### config.mk
export PLATFORM = sky130hd
export DESIGN_NAME = gcsn_front
export DESIGN_NICKNAME = d
export VERILOG_FILES = /design/src/sv/gcsn_pkg.sv /design/src/sv/gcsn_front.sv
export SDC_FILE = /design/constraint.sdc
export NUM_CORES = 1
export LEC_CHECK = 0
export BUFFER_PORTS_ARGS = -buffer_cell sky130_fd_sc_hd__buf_2
export CORE_MARGIN = 1
export CORE_UTILIZATION = 25
export CTS_CLUSTER_SIZE = 28
export DETAILED_ROUTE_END_ITERATION = 10
export GPL_TIMING_DRIVEN = 0
export PLACE_DENSITY_LB_ADDON = 0.12
export SLEW_MARGIN = 20
export SYNTH_ARGS = -nofsm -noshare
export SYNTH_HDL_FRONTEND = slang
export SYNTH_SLANG_ARGS = --single-unit
### constraint.sdc
create_clock -name i_clk -period 7.6 [get_ports i_clk]
set_input_delay 1.52 -clock i_clk [delete_from_list [all_inputs] [get_ports i_clk]]
set_output_delay 1.52 -clock i_clk [all_outputs]
set_load 0.02 [all_outputs]
### src/sv/gcsn_pkg.sv
// Shared constants, payload types and helpers of the glyph crop-and-scale block.
`timescale 1ns / 1ps

package gcsn_pkg;

    localparam int MAX_SIDE    = 256;
    localparam int CANVAS_SIDE = 64;
    localparam int FIT_SIDE    = 56;

    localparam int SIDE_W      = $clog2(MAX_SIDE);       // source coordinate
    localparam int LEN_W       = SIDE_W + 1;             // side length up to MAX_SIDE
    localparam int ADDR_W      = 2 * SIDE_W;
    localparam int STORE_DEPTH = MAX_SIDE * MAX_SIDE;
    localparam int CANVAS_W    = $clog2(CANVAS_SIDE);
    localparam int FIT_W       = $clog2(FIT_SIDE + 1);
    localparam int GRAY_W      = 8;
    localparam int SUM_W       = 15;                     // 30R + 59G + 11B
    localparam int REM_W       = 14;                     // crop * FIT_SIDE
    localparam int NUM_W       = 15;                     // 2 * p * L + FIT_SIDE
    localparam int CFG_DATA_W  = 9;
    localparam int CFG_IDX_W   = 2;

    localparam int GRAY_R_WT   = 30;
    localparam int GRAY_G_WT   = 59;
    localparam int GRAY_B_WT   = 11;

    // x / 100 == (x * 5243) >> 19 for x up to 25500.
    localparam int DIV100_MUL   = 5243;
    localparam int DIV100_SHIFT = 19;
    localparam int DIV100_W     = SUM_W + 13;
    // x / 7 == (x * 2341) >> 14 for x up to 2047; x / 112 is (x >> 4) / 7.
    localparam int DIV7_MUL     = 2341;
    localparam int DIV7_SHIFT   = 14;
    localparam int DIV7_PRE     = 4;
    localparam int DIV7_W       = (NUM_W - DIV7_PRE) + 12;

    localparam int QUEUE_DEPTH = 4;
    localparam int QPTR_W      = $clog2(QUEUE_DEPTH);
    localparam int QCNT_W      = QPTR_W + 1;

    localparam logic [CFG_DATA_W-1:0] RST_WIDTH     = CFG_DATA_W'(64);
    localparam logic [CFG_DATA_W-1:0] RST_HEIGHT    = CFG_DATA_W'(64);
    localparam logic [GRAY_W-1:0]     RST_THRESHOLD = GRAY_W'(220);
    localparam logic [GRAY_W-1:0]     INK_FULL      = GRAY_W'(255);

    typedef enum logic {
        KIND_LOAD = 1'b0,
        KIND_READ = 1'b1
    } t_kind;

    typedef enum logic [CFG_IDX_W-1:0] {
        CFG_IMAGE_WIDTH   = 2'd0,
        CFG_IMAGE_HEIGHT  = 2'd1,
        CFG_INK_THRESHOLD = 2'd2
    } t_cfg_idx;

    typedef struct packed {
        t_kind               kind;
        logic [31:0]         pixel;
        logic                first;
        logic [CANVAS_W-1:0] canvas_x;
        logic [CANVAS_W-1:0] canvas_y;
    } t_in;

    typedef struct packed {
        logic [GRAY_W-1:0] ink_value;
        logic              has_ink;
    } t_out;

    typedef struct packed {
        t_kind               kind;
        logic [GRAY_W-1:0]   gray;
        logic                first;
        logic [CANVAS_W-1:0] cx;
        logic [CANVAS_W-1:0] cy;
    } t_cmd;

    typedef struct packed {
        logic full;
        logic empty;
    } t_q_stat;

    // A side register of 0 acts as 1, one above MAX_SIDE acts as MAX_SIDE.
    function automatic logic [LEN_W-1:0] eff_side(input logic [CFG_DATA_W-1:0] raw);
        logic [LEN_W-1:0] res;
        if (raw == '0) begin
            res = LEN_W'(1);
        end else if (raw > CFG_DATA_W'(MAX_SIDE)) begin
            res = LEN_W'(MAX_SIDE);
        end else begin
            res = LEN_W'(raw);
        end
        return res;
    endfunction

endpackage

### src/sv/gcsn_front.sv
// Front end: accepts items, forms the weighted color sum and converts it to gray.
`timescale 1ns / 1ps

module gcsn_front import gcsn_pkg::*; (
    input  logic    i_clk,
    input  logic    i_rst_n,
    input  logic    i_in_valid,
    output logic    o_in_stall,
    input  t_in     i_in,
    input  t_q_stat i_q_stat,
    output logic    o_q_push,
    output t_cmd    o_q_cmd
);

    logic                r_stg_valid;
    t_kind               r_stg_kind;
    logic [SUM_W-1:0]    r_stg_sum;
    logic                r_stg_first;
    logic [CANVAS_W-1:0] r_stg_cx;
    logic [CANVAS_W-1:0] r_stg_cy;

    logic                accept;
    logic [SUM_W-1:0]    color_sum;
    logic [DIV100_W-1:0] gray_prod;

    assign o_in_stall = r_stg_valid && i_q_stat.full;
    assign accept     = i_in_valid && !o_in_stall;
    assign o_q_push   = r_stg_valid && !i_q_stat.full;

    assign color_sum = SUM_W'(i_in.pixel[23:16]) * SUM_W'(GRAY_R_WT)
                     + SUM_W'(i_in.pixel[15:8])  * SUM_W'(GRAY_G_WT)
                     + SUM_W'(i_in.pixel[7:0])   * SUM_W'(GRAY_B_WT);

    assign gray_prod = DIV100_W'(r_stg_sum) * DIV100_W'(DIV100_MUL);

    always_comb begin
        o_q_cmd.kind  = r_stg_kind;
        o_q_cmd.gray  = GRAY_W'(gray_prod >> DIV100_SHIFT);
        o_q_cmd.first = r_stg_first;
        o_q_cmd.cx    = r_stg_cx;
        o_q_cmd.cy    = r_stg_cy;
    end

    always_ff @(posedge i_clk) begin
        if (!i_rst_n) begin
            r_stg_valid <= 1'b0;
        end else if (accept) begin
            r_stg_valid <= 1'b1;
        end else if (o_q_push) begin
            r_stg_valid <= 1'b0;
        end
    end

    always_ff @(posedge i_clk) begin
        if (accept) begin
            r_stg_kind  <= i_in.kind;
            r_stg_sum   <= color_sum;
            r_stg_first <= i_in.first;
            r_stg_cx    <= i_in.canvas_x;
            r_stg_cy    <= i_in.canvas_y;
        end
    end

endmodule

# Word level (Yosys, flattened, before mapping)
# Index checks and enable logic that the tools add are counted.
dict set report word_totals {
  out_inout_bits 24
  elab_cells 20
  ff_bits 30
  inputBits 51
}
dict set report classes {
  addsub 2
  reduce_logical 6
  multipliers 4
  mux 2
}
# op count
set ops {}
lappend ops {{multiplier 15 x 13 -> 27 bit, second input constant} 1}
lappend ops {{multiplier 8 x 4 -> 12 bit, second input constant} 2}
lappend ops {{adder 13 x 14 -> 15 bit} 1}
lappend ops {{adder 15 x 12 -> 15 bit} 1}
lappend ops {{multiplier 8 x 6 -> 14 bit, second input constant} 1}
lappend ops {{logical AND 1 bit} 3}
lappend ops {{logical NOT 1 bit} 2}
lappend ops {{two-way mux 1 bit} 2}
lappend ops {{nonzero test 2 bit} 1}

# Longest topological paths before layout
dict set report logic_depth {
  ltp_word 4
  ltp_mapped 21
  mapped_depth_nobuf 21
}

# Worst setup path before layout
# No wires, ideal clock.
dict set report synth_timing {
  path_type {input -> register}
  start {input port i_in[29] (netlist name)}
  end {register r_stg_sum[13] (data pin)}
  setup_time_ns 0.262
  t_required_ns 7.338
  path_slack_ns 1.048
  path_buffers 0
  path_stages 20
  arrival_ns 6.290
  path_cell_list {fa_1 -> fa_1 -> ha_1 -> a21o_1 -> a21oi_1 -> o21bai_1 -> a2111oi_0 -> or3_1 -> xnor2_1 -> ha_1 -> inv_1 -> fa_1 -> fa_1 -> inv_1 -> ha_1 -> a21o_1 -> a21o_1 -> a21oi_1 -> o21ai_1 -> xor2_1}
}
dict set report synth_via {
  elab_chain_cells 3
}
# element line_no
set synth_lines {}
lappend synth_lines {{start, declared} gcsn_front.sv:9} ;# input t_in i_in,
lappend synth_lines {{multiplier 8 x 4 -> 12 bit} gcsn_front.sv:30} ;# assign color_sum = SUM_W'(i_in.pixel[23:16]) * SUM_W'(GRAY_R_WT)
lappend synth_lines {{adder 13 x 14 -> 15 bit} gcsn_front.sv:31} ;# + SUM_W'(i_in.pixel[15:8]) * SUM_W'(GRAY_G_WT)
lappend synth_lines {{adder 15 x 12 -> 15 bit} gcsn_front.sv:32} ;# + SUM_W'(i_in.pixel[7:0]) * SUM_W'(GRAY_B_WT);
lappend synth_lines {{net color_sum[13]} gcsn_front.sv:23} ;# logic [SUM_W-1:0] color_sum;
lappend synth_lines {{end signal, assigned} gcsn_front.sv:57} ;# r_stg_sum <= color_sum;
lappend synth_lines {{end, declared} gcsn_front.sv:17} ;# logic [SUM_W-1:0] r_stg_sum;
# The timed path passes the listed nets, and every way through them passes these cells.
# A chain may end at the register's enable or synchronous reset.

# Final worst setup path
dict set report layout_timing {
  start {register r_stg_sum[10]}
  end {output port o_q_cmd[19] (netlist name)}
}
dict set report layout_via {
  elab_chain_cells 1
}
# element line_no
set layout_lines {}
lappend layout_lines {{multiplier 15 x 13 -> 27 bit} gcsn_front.sv:34} ;# assign gray_prod = DIV100_W'(r_stg_sum) * DIV100_W'(DIV100_MUL);
lappend layout_lines {{end, declared} gcsn_front.sv:12} ;# output t_cmd o_q_cmd
# Every way passes these cells.

==> results.toml <==
[status]
outcome = "finished, final reports clean"

[route]
detail-route-antenna-nets = 0
wl_um = 15200
routed_via_density = 4.02
wire_per_inst_um = 12.8
drc = 0
drtIter0Drc = 145
vias = 4774
drt_pass1_iterations = 4

[floorplan]
io-pin-count = 75
core_um2 = 29800
start_util = 0.255
fp.dieH_um = 176
dieArea_um2 = 31100
dieWidth_um = 176
core.rowCount = 63

[layout]
layout-drive-gt1-share = 0.117
diodes = 0
postLayoutCoreUtil = 0.288
area_delta_synth_final_pct = 12.9
nNetsFinal = 1140

[timing]
fin_skew_ps = 7.68
setup_ws_ps = 728
final.min_clock_period_ps = 6870
rsz0062_at_grt = "no"
maxSlewViolCount = 0
hold_ws_ps = 685
max_clock_freq_mhz = 146
relSlewSlack = 0.602
finalHoldViolCount = 0
tightestPinTransition_ps = 593
finalSetupViolCount = 0
setup_tns_ps = 0
finalCritPeriodShare = 0.904

[min_path]
min_path_cells = 2
min_path_type = "flop to flop"
min_from = "r_stg_valid$_SDFFE_PN0P_"
min_to = "r_stg_valid$_SDFFE_PN0P_"

[clocking]
cts_buffers = 5
cts_root_buf = "clkbuf_16"
cts_resized = 0
clk_latency_ps = 280
cts_hold_buf = 0
htree_levels = 2
clk_pin_slew_ps = 60
cts_buffer_depth = 2
post-cts-setup-buffers = 0
cts_tree = "done"
cts_sinks = 30

[grt]
track_usage = 0.101
grt_util_met3 = 0.00581
grt_max_degree = 25
first_global_vias = 4946
grt-ovfl-total = 0
grt_first_pass_wirelength_um = 25000
met1_usage = 0.144
top_usage_layer = "met2"
use_met2 = 0.173
antenna_found_initial = 0

[synth]
syn_avg_cell_area_um2 = 10.5
async_flop_share = 0
netlist_area_um2 = 7600
yosysWarningCount = 0
synth_seq_area_share = 0.117
synth_edf_count = 29
synth-seq-cells = 30
syn_inst = 723
synth_cell_types = 53
synth_flop_cell = "edfxtp_1"
synth_nets = 1067

[worst_setup_path]
cp.arrival_ps = 5350
regToRegEndpoint = "r_stg_sum[7]$_DFFE_PP_"
critPathRequiredTime_ps = 6080
worst_r2r_path_depth = 3
reg2reg_from = "r_stg_valid$_SDFFE_PN0P_"
cp_max_fo = 6
cp-start-kind = "flop"
cp-end-kind = "primary output"
worstSetupPathType = "flop to primary output"
reg2reg_slack_ps = 6320

[placed_design]
port_buffers = 65
place_ws_ps = 410
gp_congestion = 0.740
dp_hpwl_um = 14100

[flow_run]
maxCapViolations = 0
[layer usage]
metal | up-vias | wire length (um)
met5 | - | 0
met4 | 0 | 94
met2 | 28 | 7430
met3 | 5 | 120
met1 | 2304 | 7580
li1 | 2437 | -
[Yosys cell counts, drive strengths merged, types with 2 or more instances]
master   instances  share of area
nand3            5         0.0033
inv            217           0.11
ha             161           0.27
o22ai            2         0.0016
xnor2           22          0.025
xor2             4         0.0046
a311oi           3         0.0035
and4             2         0.0026
buf             11          0.011
nor2b            7         0.0058
a31oi            2         0.0036
mux2i            2         0.0026
nor3            13         0.0086
o21ai            8         0.0053
a21oi           22          0.016
fa             132           0.35
nor2            13         0.0064
a221oi           2         0.0031
o21a             4         0.0041
edfxtp          29           0.11
nand3b           3         0.0030
nand4            6         0.0069
o21bai           4         0.0040
a2111oi          2         0.0023
nand2           15         0.0074
o211ai           3         0.0030
a21o            12          0.012
[final cells by class]
class	instances	area [um2]
Clock inverter	3	16.3
Fill cell	3216	21200
Tap cell	390	488
Clock buffer	5	125
Sequential cell	30	891
Inverter	217	815
Buffer	12	90.1
Multi-Input combinational cell	464	5810
Timing Repair Buffer	66	345
[cells in the final DEF (no fill, tap or decap), types with 10 or more instances in the layout]
| cell type | instances |
|---|---|
| inv_1 | 217 |
| ha_1 | 161 |
| fa_1 | 132 |
| buf_2 | 65 |
| edfxtp_1 | 29 |
| xnor2_1 | 22 |
| a21oi_1 | 21 |
| nand2_1 | 15 |
| nor2_1 | 13 |
| nor3_1 | 13 |
| a21o_1 | 11 |
| buf_4 | 10 |
[registers in the layout, summed over array words and instances (netlist names)]
signal       cells
r_stg_cy         6
r_stg_sum       15
r_stg_valid      1
r_stg_kind       1
r_stg_cx         6
r_stg_first      1
[critical path, cell delays in order (launching register included)]
cell and delay, ps:
edfxtp_1 550, ha_1 380, inv_1 60, fa_1 490
fa_1 520, inv_1 50, fa_1 460, fa_1 490
ha_1 360, a21oi_1 190, o21ai_0 120, a32oi_1 440
nand3_1 270, a221oi_2 300, xnor2_1 140, buf_4 110
buf_2 140
[how the worst max path moves through the flow]
| stage | startpoint | to | slack, ps | cells after the start |
|---|---|---|---|---|
| finish | r_stg_sum[10]$_DFFE_PP_ | o_q_cmd[19] | 730 | 16 |
| global route | i_in[32] | r_stg_sum[13]$_DFFE_PP_ | 310 | 22 |
| CTS | r_stg_sum[10]$_DFFE_PP_ | o_q_cmd[19] | 660 | 16 |
| detailed placement | i_in[32] | r_stg_sum[13]$_DFFE_PP_ | 410 | 22 |
| global placement | i_in[32] | r_stg_sum[13]$_DFFE_PP_ | 380 | 22 |
| floorplan | i_in[29] | r_stg_sum[13]$_DFFE_PP_ | 1050 | 20 |
[cells by family (layout without fill, tap and decap cells)]
group	Yosys count	count (layout)	synth area share
compound gates	72	72	0.0675
xor+xnor	26	26	0.0300
fa+ha+maj	293	293	0.613
buf+inv	229	303	0.119
flops	30	30	0.117
mux	2	2	0.00263
simple gates	71	71	0.0509
[metrics by stage]
| stage | cell area (um2) | cells |
|---|---|---|
| after global placement | 8410 | 1178 |
| after CTS | 8580 | 1187 |
| final | 8580 | 1187 |
| after floorplan | 7600 | 723 |
| after global routing | 8580 | 1187 |
| after detailed placement | 8440 | 1179 |
Power is left out: the tool's default activity adds up to more than one toggle a clock period on the data nets, which glitch-free logic cannot reach.
