--- src/sv/gcsn_pkg.sv ---
// Shared constants, payload types and helpers of the glyph crop-and-scale block.
`timescale 1ns / 1ps

package gcsn_pkg;

    localparam int MAX_SIDE    = 256;
    localparam int CANVAS_SIDE = 64;
    localparam int FIT_SIDE    = 56;

    localparam int SIDE_W      = $clog2(MAX_SIDE);       // source coordinate
    localparam int LEN_W       = SIDE_W + 1;             // side length up to MAX_SIDE
    localparam int ADDR_W      = 2 * SIDE_W;
    localparam int STORE_DEPTH = MAX_SIDE * MAX_SIDE;
    localparam int CANVAS_W    = $clog2(CANVAS_SIDE);
    localparam int FIT_W       = $clog2(FIT_SIDE + 1);
    localparam int GRAY_W      = 8;
    localparam int SUM_W       = 15;                     // 30R + 59G + 11B
    localparam int REM_W       = 14;                     // crop * FIT_SIDE
    localparam int NUM_W       = 15;                     // 2 * p * L + FIT_SIDE
    localparam int CFG_DATA_W  = 9;
    localparam int CFG_IDX_W   = 2;

    localparam int GRAY_R_WT   = 30;
    localparam int GRAY_G_WT   = 59;
    localparam int GRAY_B_WT   = 11;

    // x / 100 == (x * 5243) >> 19 for x up to 25500.
    localparam int DIV100_MUL   = 5243;
    localparam int DIV100_SHIFT = 19;
    localparam int DIV100_W     = SUM_W + 13;
    // x / 7 == (x * 2341) >> 14 for x up to 2047; x / 112 is (x >> 4) / 7.
    localparam int DIV7_MUL     = 2341;
    localparam int DIV7_SHIFT   = 14;
    localparam int DIV7_PRE     = 4;
    localparam int DIV7_W       = (NUM_W - DIV7_PRE) + 12;

    localparam int QUEUE_DEPTH = 4;
    localparam int QPTR_W      = $clog2(QUEUE_DEPTH);
    localparam int QCNT_W      = QPTR_W + 1;

    localparam logic [CFG_DATA_W-1:0] RST_WIDTH     = CFG_DATA_W'(64);
    localparam logic [CFG_DATA_W-1:0] RST_HEIGHT    = CFG_DATA_W'(64);
    localparam logic [GRAY_W-1:0]     RST_THRESHOLD = GRAY_W'(220);
    localparam logic [GRAY_W-1:0]     INK_FULL      = GRAY_W'(255);

    typedef enum logic {
        KIND_LOAD = 1'b0,
        KIND_READ = 1'b1
    } t_kind;

    typedef enum logic [CFG_IDX_W-1:0] {
        CFG_IMAGE_WIDTH   = 2'd0,
        CFG_IMAGE_HEIGHT  = 2'd1,
        CFG_INK_THRESHOLD = 2'd2
    } t_cfg_idx;

    typedef struct packed {
        t_kind               kind;
        logic [31:0]         pixel;
        logic                first;
        logic [CANVAS_W-1:0] canvas_x;
        logic [CANVAS_W-1:0] canvas_y;
    } t_in;

    typedef struct packed {
        logic [GRAY_W-1:0] ink_value;
        logic              has_ink;
    } t_out;

    typedef struct packed {
        t_kind               kind;
        logic [GRAY_W-1:0]   gray;
        logic                first;
        logic [CANVAS_W-1:0] cx;
        logic [CANVAS_W-1:0] cy;
    } t_cmd;

    typedef struct packed {
        logic full;
        logic empty;
    } t_q_stat;

    // A side register of 0 acts as 1, one above MAX_SIDE acts as MAX_SIDE.
    function automatic logic [LEN_W-1:0] eff_side(input logic [CFG_DATA_W-1:0] raw);
        logic [LEN_W-1:0] res;
        if (raw == '0) begin
            res = LEN_W'(1);
        end else if (raw > CFG_DATA_W'(MAX_SIDE)) begin
            res = LEN_W'(MAX_SIDE);
        end else begin
            res = LEN_W'(raw);
        end
        return res;
    endfunction

endpackage

--- src/sv/gcsn_queue.sv ---
// Short command queue between the front end and the back end.
`timescale 1ns / 1ps

module gcsn_queue import gcsn_pkg::*; (
    input  logic    i_clk,
    input  logic    i_rst_n,
    input  logic    i_push,
    input  t_cmd    i_push_cmd,
    input  logic    i_pop,
    output t_cmd    o_head,
    output t_q_stat o_stat
);

    t_cmd              r_mem [QUEUE_DEPTH];
    logic [QPTR_W-1:0] r_wptr;
    logic [QPTR_W-1:0] r_rptr;
    logic [QCNT_W-1:0] r_count;

    logic do_push;
    logic do_pop;

    assign o_stat.full  = (r_count == QCNT_W'(QUEUE_DEPTH));
    assign o_stat.empty = (r_count == '0);
    assign do_push      = i_push && !o_stat.full;
    assign do_pop       = i_pop && !o_stat.empty;
    assign o_head       = r_mem[r_rptr];

    always_ff @(posedge i_clk) begin
        if (!i_rst_n) begin
            r_wptr  <= '0;
            r_rptr  <= '0;
            r_count <= '0;
        end else begin
            if (do_push) begin
                r_wptr <= r_wptr + QPTR_W'(1);
            end
            if (do_pop) begin
                r_rptr <= r_rptr + QPTR_W'(1);
            end
            if (do_push && !do_pop) begin
                r_count <= r_count + QCNT_W'(1);
            end else if (do_pop && !do_push) begin
                r_count <= r_count - QCNT_W'(1);
            end
        end
    end

    always_ff @(posedge i_clk) begin
        if (do_push) begin
            r_mem[r_wptr] <= i_push_cmd;
        end
    end

endmodule

--- config.mk ---
export PLATFORM = sky130hd
export DESIGN_NAME = gcsn_queue
export DESIGN_NICKNAME = d
export VERILOG_FILES = /design/src/sv/gcsn_pkg.sv /design/src/sv/gcsn_queue.sv
export SDC_FILE = /design/constraint.sdc
export NUM_CORES = 1
export LEC_CHECK = 0
export BUFFER_PORTS_ARGS = -buffer_cell sky130_fd_sc_hd__buf_2
export CAP_MARGIN = 0
export CELL_PAD_IN_SITES_DETAIL_PLACEMENT = 1
export CELL_PAD_IN_SITES_GLOBAL_PLACEMENT = 2
export CORE_ASPECT_RATIO = 0.6
export CORE_MARGIN = 2
export CORE_UTILIZATION = 35
export CTS_CLUSTER_SIZE = 12
export DETAILED_ROUTE_END_ITERATION = 8
export PLACE_DENSITY_LB_ADDON = 0.3
export SETUP_SLACK_MARGIN = 0.2
export SYNTH_ARGS = -nofsm -noshare
export SYNTH_HDL_FRONTEND = slang
export SYNTH_SLANG_ARGS = --single-unit
--- constraint.sdc ---
create_clock -name i_clk -period 5 [get_ports i_clk]
set_input_delay 1.5 -clock i_clk [delete_from_list [all_inputs] [get_ports i_clk]]
set_output_delay 1.5 -clock i_clk [all_outputs]
set_load 0.02 [all_outputs]
# After elaboration in Yosys (flattened, before gate mapping)
# Memory sizes are Yosys's and may differ from the RTL's. A register that Yosys moved wholly into a read port is not among the register bits.
# Cells that the tools add are included.
dict set report totals {
  elab_cells 25
  romBits 0
  mem_bits_rw 88
  mem_count 1
  reg_bits 7
  latchBits 0
}
dict set report op_classes {
  multipliers 0
  div 0
  n_lt_le_gt_ge 0
  n_shift 0
  mux 6
  n_addsub 4
  n_eq_ne 1
  bitwise 0
  n_reduce_logical 10
}
# name words word_bits rd rd_clocked_by_memory_dff wr line_no
set memory_table {}
lappend memory_table {r_mem 4 22 1 1 1 gcsn_queue.sv:14} ;# t_cmd r_mem [QUEUE_DEPTH];
# op n
set ops {}
lappend ops {{3-bit two-way mux} 2}
lappend ops {{2-bit by 1-bit adder with 2-bit output (second input constant)} 2}
lappend ops {{1-bit logical AND} 4}
lappend ops {{1-bit logical NOT} 4}
lappend ops {{2-bit two-way mux} 2}
lappend ops {{3-bit by 1-bit adder with 3-bit output (second input constant)} 1}
lappend ops {{3-bit == test (second input constant)} 1}
lappend ops {{3-bit logical NOT} 1}
lappend ops {{3-bit by 1-bit subtractor with 3-bit output (second input constant)} 1}
lappend ops {{1-bit two-way mux} 2}
lappend ops {{2-bit nonzero test} 1}

# Logic depth before layout (Yosys ltp)
# Gate-level depths: netlist (run 1).
dict set report logic_depth {
  depth_word 7
  mapped_depth 9
  depth_no_buf 8
}

# Worst setup path after synthesis (run 1)
# OpenSTA, ideal clock, no wires.
dict set report synth_timing {
  kind {input-to-reg}
  startpoint {input i_push}
  endpoint {register r_count[2]}
  slack_ns 2.019
  required_ns 4.930
  path_stages 8
  setup_ns 0.070
  arrival_time_ns 2.911
  cell_sequence {nor2b_1 buf_6 ha_1 inv_1 fa_1 xor2_1 or3_1 a21boi_1}
}
dict set report synth_via {
  elab_chain_len 4
}
# element line_no
set synth_rtl {}
lappend synth_rtl {{from (decl)} gcsn_queue.sv:7} ;# input logic i_push,
lappend synth_rtl {{1-bit logical AND *} gcsn_queue.sv:24} ;# assign do_push = i_push && !o_stat.full;
lappend synth_rtl {{net do_push} gcsn_queue.sv:19} ;# logic do_push;
lappend synth_rtl {{1-bit logical NOT} gcsn_queue.sv:42} ;# end else if (do_pop && !do_push) begin
lappend synth_rtl {{1-bit logical AND} gcsn_queue.sv:42}
lappend synth_rtl {{2-bit nonzero test (no line)} --}
lappend synth_rtl {{to (signal assigned)} gcsn_queue.sv:41} ;# r_count <= r_count + QCNT_W'(1);
lappend synth_rtl {{to (signal assigned)} gcsn_queue.sv:43} ;# r_count <= r_count - QCNT_W'(1);
lappend synth_rtl {{to (decl)} gcsn_queue.sv:17} ;# logic [QCNT_W-1:0] r_count;
# Mark *: on every way through the listed nets, which the timed path passes. The rest lies on a longest branch.
# A chain may end at the register's enable or synchronous reset.

==> impl_metrics.yaml, run 1 <==
run_status:
  status: "finished, final reports clean"
yosys:
  synth_cells: 162
  yosysWarnings: 0
  synth_area_sq_um: 3660
  yosysUniqueCellTypes: 22
  ys_ff_latch: 97
  syn_avg_cell_area_sq_um: 22.6
  synth_edf_count: 88
  synth_nets: 194
  synth-seq-area-share: 0.771
  synthFlopType: "edfxtp_1"
  async_flop_share: 0
clock_network:
  cts.htree.levels: 3
  root_buffer: "clkbuf_16"
  cts_buffers: 9
  path_clk_slew_ns: 0.07
  post_cts_resized: 0
  cts_sinks: 97
  ctsHoldBuffers: 0
  cts_setup_buffers: 0
  cts_tree: "yes"
  insertion_delay_ns: 0.34
  clk_path_buf_depth: 2
finish:
  design_area_sq_um: 4350
  area_delta_synth_final_pct: 18.8
  nNetsFinal: 251
  drive_above_1_share: 0.415
  diodes: 0
  fill_cells: 967
timing:
  finalCriticalPeriod_ns: 3.52
  tightest_slew_ns: 1.16
  drv_slew: 0
  hold_violations: 0
  finalSetupViolations: 0
  clock_skew_ns: 0.00508
  tns_ns: 0
  rsz0062_at_grt: "false"
  fmax_mhz: 284
  relSlewSlack: 0.228
  fin_crit_sh: 0.704
global_routing:
  grt_pass1_wl_um: 10600
  grt_max_degree: 23
  antenna_found_initial: 0
  track_usage: 0.128
  grt_overflow: 0
  grt_pass1_vias: 1848
power:
  p_leak_nw: 1.48
  peakVddDrop_mv: 0.234
  p_per_area_nw_per_um2: 528
critical_path:
  cp-end-kind: "output port"
  crit_type: "register to output port"
  worstPathRequired_ns: 3.50
  arrival_ns: 2.02
  cp-start-kind: "register"
  r2r-start: "r_count[0]"
  crit_path_max_fanout: 22
detailed_routing:
  avgRoutedWirePerCell_um: 18.3
  dr.pass1.iters: 4
  ant_nets: 0
  drcViolationCount: 0
  via_per_inst: 4.69
  routed_wl_um: 6550
  drt_iter0_markers: 69
  vias: 1685
place:
  dp_hpwl_um: 4200
  place_area_sq_um: 4050
  gp_congestion: 0.782
  port_buffers: 49
job:
  maxCapViolCount: 0
floorplan:
  die_x_um: 136
  rows: 28
  io_pins: 50
  fp.dieH_um: 83.2
  start_util: 0.365
  die_area_sq_um: 11300
  coreArea_sq_um: 10000
worst_hold_path:
  min_path_type: "register to register"
  hp-start: "r_wptr[0]"
## flip-flops by register name, summed over array words and instances, names as in the netlist, named ones only
name     flops
r_count      3
r_wptr       2
r_mem       88
r_rptr       2
## cell usage in the layout, fill, tap and decap left out
cell,instances
a21boi_1,1
and2_1,8
buf_2,49
buf_4,3
bufinv_16,1
clkbuf_16,9
clkinv_2,2
clkinv_4,1
clkinvlp_4,3
dfxtp_1,8
dfxtp_2,1
edfxtp_1,88
fa_1,1
ha_1,5
inv_1,3
mux2i_1,3
mux4_2,22
nand2_1,4
nor2b_1,2
nor3_1,1
nor3b_2,1
o21ai_0,1
o311ai_1,1
o31ai_2,1
or3_1,1
xnor2_1,3
xor2_1,1
## logic make-up (layout without fill, tap and decap cells)
group	Yosys count	in the layout	synth area share
adders and majority gates	6	6	0.0226
and+or+nand+nor	17	17	0.0277
muxes	25	25	0.144
DFF	97	97	0.771
xor gates and xnor gates	4	4	0.00957
buffers and inverters	9	71	0.0161
AOI/OAI and AO/OA	4	4	0.00923
## worst max-delay path, stage by stage, from the launching register on
cell and delay, ns:
dfxtp_2 0.86, mux4_2 0.63, buf_2 0.18
## cells in the mapped netlist (2+ instances only)
library cell | n | area (sq um)
ha_1 | 5 | 62.6
buf_2 | 2 | 10.0
and2_1 | 8 | 50.1
dfxtp_1 | 9 | 180
mux2i_1 | 3 | 30.0
xnor2_1 | 3 | 26.3
edfxtp_1 | 88 | 2640
inv_1 | 3 | 11.3
nor2b_1 | 2 | 12.5
mux4_2 | 22 | 495
buf_6 | 3 | 33.8
nand2_1 | 4 | 15.0
## metrics by stage
stage               instances  hold slack [ns]  utilization  total power, W  setup WS, ns
floorplan                 162            0.468            -         0.00148          2.02
global placement          343            0.510        0.404         0.00165          1.65
detailed placement        343            0.514        0.404         0.00165          1.54
CTS                       359            0.525        0.434         0.00233          1.41
global route              359            0.551        0.434         0.00241          1.31
finish                    359            0.521        0.434         0.00229          1.48
## area by class of cell
type / instances / area, sq um / area share
clock buffer: 9 / 225 / 0.0518
tap: 135 / 169 / 0.0389
multi-input combinational: 56 / 778 / 0.179
inverter: 3 / 11.3 / 0.00259
timing repair buffer: 52 / 268 / 0.0616
clock inverter: 7 / 71.3 / 0.0164
sequential: 97 / 2820 / 0.650
## routing by layer
| layer | vias to the layer above | wire length [um] | track usage |
|---|---|---|---|
| li1 | 769 | - | - |
| met2 | 47 | 2920 | 0.183 |
| met1 | 861 | 3210 | 0.183 |
| met4 | 0 | 85 | 0.0398 |
| met5 | - | 0 | 0 |
| met3 | 8 | 333 | 0.0452 |
## worst paths after layout
kind / slack (ns) / cells after the start / endpoint
max: 1.48 / 2 / o_head[14]
min: 0.52 / 2 / r_wptr[0]
max reg2reg: 2.64 / 3 / r_mem[0][9]
min reg2reg: 0.52 / 2 / r_wptr[0]
## report_power, final
group / switching [W] / internal, W / leakage [nW]
Sequential: 0.0000972 / 0.000990 / 0.881
Combinational: 0.000280 / 0.000253 / 0.458
Clock: 0.000287 / 0.000386 / 0.137
Total: 0.000665 / 0.00163 / 1.48
Note: power is estimated with default switching activity, not from simulation.
==> run 2, diff against run 1 <==
clock period = 3.1 ns   (was 5 ns; I/O delays follow)
==> impl_metrics.yaml, run 2 (same netlist as run 1, synthesis figures left out) <==
finish:
  largestRegisters: "r_mem x88, r_count x3"
  design_area_sq_um: 4420
  regMostFlops: "r_mem"
  nNetsFinal: 257
  largest_register_ffs: 88
  fill_cells: 960
  drive_above_1_share: 0.430
  layout_commonest_cell: "edfxtp_1"
  layout_common_cells: "88 x edfxtp_1, 49 x buf_2, 22 x mux4_2"
  diodes: 0
  area_delta_synth_final_pct: 20.8
global_routing:
  track_usage: 0.124
  antenna_found_initial: 1
  grt_pass1_vias: 1875
  grt_pass1_wl_um: 10300
  grt_max_degree: 23
  grt_overflow: 0
critical_path:
  arrival_ns: 1.65
  crit_path_max_fanout: 12
  worstPathRequired_ns: 2.17
  crit_type: "register to output port"
  cp-start-kind: "register"
  ff2ff_path_depth: 7
  cp-end-kind: "output port"
worst_hold_path:
  min_path_type: "register to register"
  whs_path_depth: 2
timing:
  hold_violations: 0
  clock_skew_ns: 0.00773
  tns_ns: 0
  rsz0062_at_grt: "false"
  tightest_slew_ns: 0.346
  relSlewSlack: 0.770
  fmax_mhz: 388
  finalCriticalPeriod_ns: 2.58
  fin_crit_sh: 0.832
  finalSetupViolations: 0
  drv_slew: 0
  hold_ws_ns: 0.509
clock_network:
  insertion_delay_ns: 0.34
  path_clk_slew_ns: 0.06
  root_buffer: "clkbuf_16"
  cts.htree.levels: 3
  cts_tree: "yes"
  ctsHoldBuffers: 0
  cts_setup_buffers: 0
  cts_sinks: 97
  post_cts_resized: 0
  cts_buffers: 9
  clk_path_buf_depth: 2
detailed_routing:
  routed_wl_um: 6340
  vias: 1702
  dr.pass1.iters: 4
  via_per_inst: 4.66
  ant_nets: 0
  drt_iter0_markers: 48
  avgRoutedWirePerCell_um: 17.4
  drcViolationCount: 0
floorplan:
  start_util: 0.365
  io_pins: 50
  coreArea_sq_um: 10000
  die_area_sq_um: 11300
  fp.dieH_um: 83.2
  rows: 28
  die_x_um: 136
power:
  peakVddDrop_mv: 0.336
  p_per_area_nw_per_um2: 864
  finalPower_w: 0.00382
  p_leak_nw: 1.53
place:
  port_buffers: 49
  place_area_sq_um: 4100
  dp_hpwl_um: 4140
  gp_congestion: 0.716
job:
  maxCapViolCount: 0
run_status:
  status: "finished, final reports clean"
run 2: cell types whose count changed in the layout (fill, tap and decap cells not counted):
cell,delta
buf_4,+6
clkinvlp_4,-3
inv_6,+3
bufinv_16,+1
clkinv_2,-1
run 2: per-layer routing:
metal  wire, um  vias up  GRT usage
met2       2920       42      0.180
met1       3020      868      0.170
met3        350        9     0.0495
met4         40        2     0.0369
li1           -      781          -
met5         11        -          0
run 2: final timing paths:
kind                                 start         end  slack (ns)
worst max-delay path              register  o_head[17]        0.52
worst min-delay path             r_wptr[0]   r_wptr[0]        0.51
worst max register to register  r_count[1]  r_count[2]        1.00
worst min register to register   r_wptr[0]   r_wptr[0]        0.51
run 2: final cells by class:
class	instances	area [sq um]	area share
Sequential cell	97	2820	0.639
Multi-Input combinational cell	56	778	0.176
Timing Repair Buffer	58	313	0.0708
Clock buffer	9	225	0.0509
Tap cell	135	169	0.0382
Clock inverter	7	100	0.0226
Inverter	3	11.3	0.00255
run 2: power by group:
group | leakage, nW | switching, W | internal (W)
Combinational | 0.489 | 0.000542 | 0.000434
Sequential | 0.881 | 0.0000663 | 0.00159
Clock | 0.161 | 0.000468 | 0.000715
Total | 1.53 | 0.00108 | 0.00274
run 2: per-stage QoR:
stage	cells	worst slack, ns	util
2_1_floorplan	162	0.689	-
3_3_place_gp	349	0.634	0.409
3_5_place_dp	349	0.554	0.409
4_1_cts	365	0.488	0.441
5_1_grt	365	0.420	0.441
6_report	365	0.521	0.441
run 2: worst max-delay path, cell delays in order (launching register included):
cell and delay (ns):
dfxtp_2 0.32, buf_4 0.25, mux4_2 0.56, buf_2 0.18
